===== src/tpac_pkg.sv =====
// Shared types, codes, reset values and the colour word unpacker
// for the TGA pixel to ARGB converter. No dependencies.
package tpac_pkg;

  localparam int PALETTE_ENTRIES_DEF = 256;
  localparam int CFG_IDX_W = 3;
  localparam int CFG_DATA_W = 16;

  typedef enum logic [CFG_IDX_W-1:0] {
    REG_IMAGE_KIND  = 3'd0,
    REG_PIXEL_BITS  = 3'd1,
    REG_ENTRY_BITS  = 3'd2,
    REG_ALPHA_BITS  = 3'd3,
    REG_FIRST_INDEX = 3'd4
  } reg_idx_t;

  typedef enum logic [1:0] {
    KIND_CMAP = 2'd0,
    KIND_TRUE = 2'd1,
    KIND_GRAY = 2'd2
  } kind_t;

  typedef enum logic [1:0] {
    ST_OK    = 2'd0,
    ST_RANGE = 2'd1,
    ST_UNSUP = 2'd2
  } status_t;

  typedef enum logic {
    CMD_WRITE = 1'b0,
    CMD_PIXEL = 1'b1
  } cmd_t;

  localparam logic [1:0]  IMAGE_KIND_RST  = 2'd1;
  localparam logic [5:0]  PIXEL_BITS_RST  = 6'd24;
  localparam logic [5:0]  ENTRY_BITS_RST  = 6'd24;
  localparam logic [3:0]  ALPHA_BITS_RST  = 4'd0;
  localparam logic [15:0] FIRST_INDEX_RST = 16'd0;

  typedef struct packed {
    logic [1:0]  image_kind;
    logic [5:0]  pixel_bits;
    logic [5:0]  entry_bits;
    logic [3:0]  alpha_bits;
    logic [15:0] first_index;
  } cfg_t;

  // lookup stage -> convert stage
  typedef struct packed {
    logic        valid;
    logic        range_err;
    logic [31:0] pword;
    logic [31:0] entry;
  } s1_t;

  typedef struct packed {
    logic        ok;
    logic [31:0] argb;
  } unpack_t;

  // d / 3 for d < 64
  function automatic logic [4:0] div3(input logic [5:0] d);
    logic [11:0] p;
    p = {6'b000000, d} * 12'd43;
    return p[11:7];
  endfunction

  // 255 / (2^c - 1)
  function automatic logic [7:0] ratio_of(input logic [3:0] c);
    logic [7:0] r;
    case (c)
      4'd1:    r = 8'd255;
      4'd2:    r = 8'd85;
      4'd3:    r = 8'd36;
      4'd4:    r = 8'd17;
      4'd5:    r = 8'd8;
      4'd6:    r = 8'd4;
      4'd7:    r = 8'd2;
      4'd8:    r = 8'd1;
      default: r = 8'd0;
    endcase
    return r;
  endfunction

  function automatic unpack_t unpack_word(input logic [31:0] raw, input logic [5:0] w,
                                          input logic [3:0] a);
    unpack_t     r;
    logic [5:0]  d;
    logic [4:0]  c;
    logic [3:0]  cn;
    logic [31:0] data;
    logic [31:0] sh;
    logic [4:0]  shamt;
    logic [7:0]  maxv;
    logic [7:0]  ratio;
    logic [7:0]  comp;
    logic [15:0] prod;
    logic [23:0] res;
    logic [7:0]  amask;
    logic [7:0]  araw;
    logic [7:0]  alpha;
    d = w - {2'b00, a};
    c = div3(d);
    r.ok = (w >= 6'd1) && (w <= 6'd32) && (a <= 4'd8) && ({2'b00, a} <= w) &&
           (c >= 5'd1) && (c <= 5'd8);
    cn = c[3:0];
    if (w >= 6'd32) begin
      data = raw;
    end else begin
      data = raw & ((32'd1 << w) - 32'd1);
    end
    maxv = 8'((9'd1 << cn) - 9'd1);
    ratio = ratio_of(cn);
    res = '0;
    for (int k = 0; k < 3; k++) begin
      shamt = 5'(cn * k);
      sh = data >> shamt;
      comp = sh[7:0] & maxv;
      prod = {8'h00, comp} * {8'h00, ratio};
      res[8*k +: 8] = prod[7:0];
    end
    // alpha sits at the top of the byte, not replicated
    amask = 8'((9'd1 << a) - 9'd1);
    sh = data >> d;
    araw = sh[7:0] & amask;
    if (a == 4'd0) begin
      alpha = 8'hFF;
    end else begin
      alpha = araw << (4'd8 - a);
    end
    r.argb = r.ok ? {alpha, res} : 32'd0;
    return r;
  endfunction

endpackage


===== src/tpac_cfg_regs.sv =====
// Configuration register file, written through a plain write port.
// Depends on tpac_pkg.
module tpac_cfg_regs
  import tpac_pkg::*;
(
  input  logic                  clk,
  input  logic                  rst_n,
  input  logic                  cfg_we,
  input  logic [CFG_IDX_W-1:0]  cfg_index,
  input  logic [CFG_DATA_W-1:0] cfg_wdata,
  output cfg_t                  cfg
);

  cfg_t cfg_r, cfg_nxt;

  always_comb begin
    cfg_nxt = cfg_r;
    if (cfg_we) begin
      case (reg_idx_t'(cfg_index))
        REG_IMAGE_KIND:  cfg_nxt.image_kind  = cfg_wdata[1:0];
        REG_PIXEL_BITS:  cfg_nxt.pixel_bits  = cfg_wdata[5:0];
        REG_ENTRY_BITS:  cfg_nxt.entry_bits  = cfg_wdata[5:0];
        REG_ALPHA_BITS:  cfg_nxt.alpha_bits  = cfg_wdata[3:0];
        REG_FIRST_INDEX: cfg_nxt.first_index = cfg_wdata[15:0];
        default:         cfg_nxt = cfg_r;
      endcase
    end
  end

  always_ff @(posedge clk) begin
    if (!rst_n) begin
      cfg_r.image_kind  <= IMAGE_KIND_RST;
      cfg_r.pixel_bits  <= PIXEL_BITS_RST;
      cfg_r.entry_bits  <= ENTRY_BITS_RST;
      cfg_r.alpha_bits  <= ALPHA_BITS_RST;
      cfg_r.first_index <= FIRST_INDEX_RST;
    end else begin
      cfg_r <= cfg_nxt;
    end
  end

  assign cfg = cfg_r;

endmodule


===== config.mk =====
export PLATFORM = sky130hd
export DESIGN_NAME = tpac_cfg_regs
export DESIGN_NICKNAME = d
export VERILOG_FILES = /design/src/tpac_pkg.sv /design/src/tpac_cfg_regs.sv
export SDC_FILE = /design/constraint.sdc
export NUM_CORES = 1
export LEC_CHECK = 0
export BUFFER_PORTS_ARGS = -buffer_cell sky130_fd_sc_hd__buf_2
export CAP_MARGIN = 15
export CORE_MARGIN = 8
export CORE_UTILIZATION = 46
export CTS_BUF_LIST = sky130_fd_sc_hd__clkbuf_16
export CTS_CLUSTER_SIZE = 28
export DETAILED_ROUTE_END_ITERATION = 8
export GPL_ROUTABILITY_DRIVEN = 1
export PLACE_DENSITY_LB_ADDON = 0.25
export SYNTH_ARGS = -nofsm -noshare
export SYNTH_HDL_FRONTEND = slang
export SYNTH_SLANG_ARGS = --single-unit

===== constraint.sdc =====
create_clock -name clk -period 1 [get_ports clk]
set_input_delay 0.1 -clock clk [delete_from_list [all_inputs] [get_ports clk]]
set_output_delay 0.1 -clock clk [all_outputs]
set_load 0.05 [all_outputs]

After elaboration in Yosys (flattened, before gate mapping) --
Index checks and enable logic that the tools add are counted.
Operators by class: $add $sub $neg 0, $mul 0, divide/modulo/power cells 0, order comparisons 0, eq/ne operators 4, shift-type cells 0, mux-type cells 0, bitwise gates (word level) 0, reduce and logical (&&, ||, !) cells 6
Operators by type and width (number):
- 2-bit AND reduction | 5
- 3-bit by 2-bit == test with 1-bit output (second input constant) | 2
- 3-bit by 1-bit == test with 1-bit output (second input constant) | 1
- 3-bit == test (second input constant) | 1
- 3-bit zero test | 1
Word-level totals: bits in registers 34, latch bits 0, bits in writable memories 0, ROM bits 0, bits of input ports 22, word-level logic and storage cells 15, memories kept 0

Logic depth before layout (Yosys ltp) --
word-level depth 2, gate-level depth with buffers 4, gate-level depth less buffers 2

Least setup slack after synthesis --
Ideal clock, no wire load.
kind register -> register, from register, netlist name cfg[16], to register cfg_r, in the netlist cfg[16], arrival 0.813 ns, required time 0.927 ns, setup slack 0.114 ns, stages on the path, launching flop included 3, cells stage by stage dfxtp_1 nand2_1 mux2i_1
RTL lines:
- to (signal assigned) | RTL line tpac_cfg_regs.sv:38 | cfg_r <= cfg_nxt;
- to (decl) | RTL line tpac_cfg_regs.sv:14 | cfg_t cfg_r, cfg_nxt;

Worst setup path after layout --
from register cfg_r, in the netlist cfg[19], to output cfg[19] (netlist bit)
RTL lines:
- to (decl) | RTL line tpac_cfg_regs.sv:11 | output cfg_t cfg
No word-level cell between the ends.

==> flow_metrics.env <==
export IMPL_p_sw_uw=745
export IMPL_swShare_pct=23.7
export IMPL_clkLatencyLatePin_ns=0.27
export IMPL_p_per_area_mw_per_mm2=1690
export IMPL_max_stage_delay_ns=0.33
export IMPL_initial_core_util_pct=48.9
export IMPL_endpoint_kind="output pin"
export IMPL_cts_root_buf="clkbuf_16"
export IMPL_grt_overflow_total=0
export IMPL_dieArea_mm2=0.00495
export IMPL_antenna_found_initial=0
export IMPL_num_antenna_cells=0
export IMPL_ir_worst_vdd_v=0.00154
export IMPL_hold_viol_final=0
export IMPL_required_ns=0.90
export IMPL_power_mw=3.15
export IMPL_vias_per_cell=4.88
export IMPL_multi_input_area_um2=624
export IMPL_core_mm2=0.00278
export IMPL_leakage_nw=0.893
export IMPL_n_fill_cell=231
export IMPL_hold_buffers=0
export IMPL_drtPass1Iterations=4
export IMPL_drc=0
export IMPL_rows=19
export IMPL_ys_seq_area_share_pct=50.0
export IMPL_synth_fp_nets=159
export IMPL_fmax_mhz=1030
export IMPL_cts_buffer_depth=2
export IMPL_largest_reg_flops=34
export IMPL_rsz0062_at_grt="false"
export IMPL_yosysWarnings=0
export IMPL_cts_clk_slew_worst_paths_ns=0.05
export IMPL_io_pin_count=56
export IMPL_drt_total_wl_um=3190
export IMPL_critPathBufInv=1
export IMPL_criticalPathCategory="reg -> out"
export IMPL_die_w_um=70.4
export IMPL_synth_cells=137
export IMPL_drive_gt1_share_pct=35.4
export IMPL_final_max_slew_viol_count=0
export IMPL_syn_to_final_growth_pct=37.4
export IMPL_final_common_cell="nand2_1"
export IMPL_grt_use_total_pct=13.3
export IMPL_maxCapViolCount=0
export IMPL_cp_max_fo=2
export IMPL_pwr_share_comb_pct=10.7
export IMPL_grt_first_pass_wirelength_um=5310
export IMPL_slew_headroom_pct=75.0
export IMPL_cts_sinks=34
export IMPL_intPower_mw=2.41
export IMPL_cpMaxStageDelayCell="dfxtp_1"
export IMPL_path_cells="buf_2"
export IMPL_synth_area_mm2=0.00136
export IMPL_routedWlPerCell_um=14.1
export IMPL_grt_pass1_vias=1162
export IMPL_final_cell_mix="nand2_1 (45), buf_2 (37), mux2i_1 (34), dfxtp_1 (34), clkbuf_4 (17)"
export IMPL_htreeDepth=2
export IMPL_syn_mean_instance_area_um2=9.93
export IMPL_hold_path_class="in -> reg"
export IMPL_gp_congestion=0.764
export IMPL_fin_worst_skew_ns=0
export IMPL_ys_types=12
export IMPL_worstPathArrival_ns=0.87
export IMPL_pwr_share_seq_pct=44.5
export IMPL_cp_start_kind="flop"
export IMPL_ant_nets=0
export IMPL_seq_area_um2=681
export IMPL_min_period_ns=0.970
export IMPL_nets=217
export IMPL_vias=1102
export IMPL_drt_iter0_drc=38
export IMPL_setup_viol=0
export IMPL_io_buffers=55
export IMPL_worstMarginPinSlew_ns=0.373
export IMPL_pwr_share_clk_pct=44.8
export IMPL_dp_hpwl_um=2390
export IMPL_timing_final_crit_share_pct=97.0
export IMPL_dpl_cell_count=219
export IMPL_numCtsBuffers=5
export IMPL_cts_tree="yes"
export IMPL_fin_cells=226
export IMPL_grt_max_degree=28
export IMPL_ys_ff_latch=34
export IMPL_cp_top_family="flip-flops"
export IMPL_die_y_um=70.4
export IMPL_status="completed"
cells by family (layout without fill, tap and decap cells):
kind of cell | after synthesis | after routing | synth area share (%)
flops | 34 | 34 | 50.0
mux | 34 | 34 | 25.0
buf+inv | 10 | 68 | 4.05
simple gates | 59 | 59 | 20.9
worst paths after layout:
check,from,to,slack [ns],cells after the start
min,cfg_wdata[13],cfg[13],0.07,3
max reg2reg,cfg[24],cfg[24],0.33,2
min reg2reg,cfg[3],cfg[3],0.45,2
max,cfg[19],cfg[19],0.03,1
power groups by stage:
stage	combinational, mW	sequential [mW]	clock (mW)
floorplan	0.115	1.53	0
global placement	0.322	1.43	0
detailed placement	0.331	1.43	0
CTS	0.332	1.40	1.44
global route	0.360	1.40	1.49
finish	0.336	1.40	1.41
metrics by stage:
| step | setup slack [ns] | instance area [um2] | TNS (ns) | hold slack (ns) | utilization [%] |
|---|---|---|---|---|---|
| finish | 0.0296 | 1870 | 0 | 0.0713 | 67.2 |
| global route | 0.000612 | 1870 | 0 | 0.0875 | 67.2 |
| CTS | 0.0120 | 1830 | 0 | 0.0661 | 65.7 |
| detailed placement | -0.0425 | 1690 | -0.160 | 0.355 | 60.7 |
| global placement | 0.0354 | 1690 | 0 | 0.346 | 60.7 |
| floorplan | 0.114 | 1360 | 0 | 0.242 | - |
repair_timing:
item / in CTS / in global routing
setup endpoints to repair: 1 / 17
setup buffers: 0 / 0
resized for setup: 1 / 17
cell usage after synthesis (all sizes together):
cell type | number | area share [%]
nand2 | 45 | 12
dfxtp | 34 | 50
mux2i | 34 | 25
nor2b | 8 | 3.7
clkbuf | 6 | 1.7
buf | 4 | 2.4
and4bb | 2 | 1.8
nand4bb | 2 | 1.7
nand4b | 1 | 0.64
nor4b | 1 | 0.64
cell type report:
class | instances | share of cell area [%]
tap | 31 | 2.07
clock buffer | 5 | 6.69
timing repair buffer | 61 | 20.9
multi-input combinational | 93 | 33.4
clock inverter | 2 | 0.535
sequential | 34 | 36.4
routing by layer:
metal / global-route usage [%] / wire length (um) / vias to the layer above
li1: - / - / 567
met1: 13.6 / 1340 / 489
met2: 21.5 / 1500 / 41
met3: 7.49 / 300 / 5
met4: 6.03 / 46 / 0
met5: 0 / 0 / -
(Power assumes the default switching activity.)
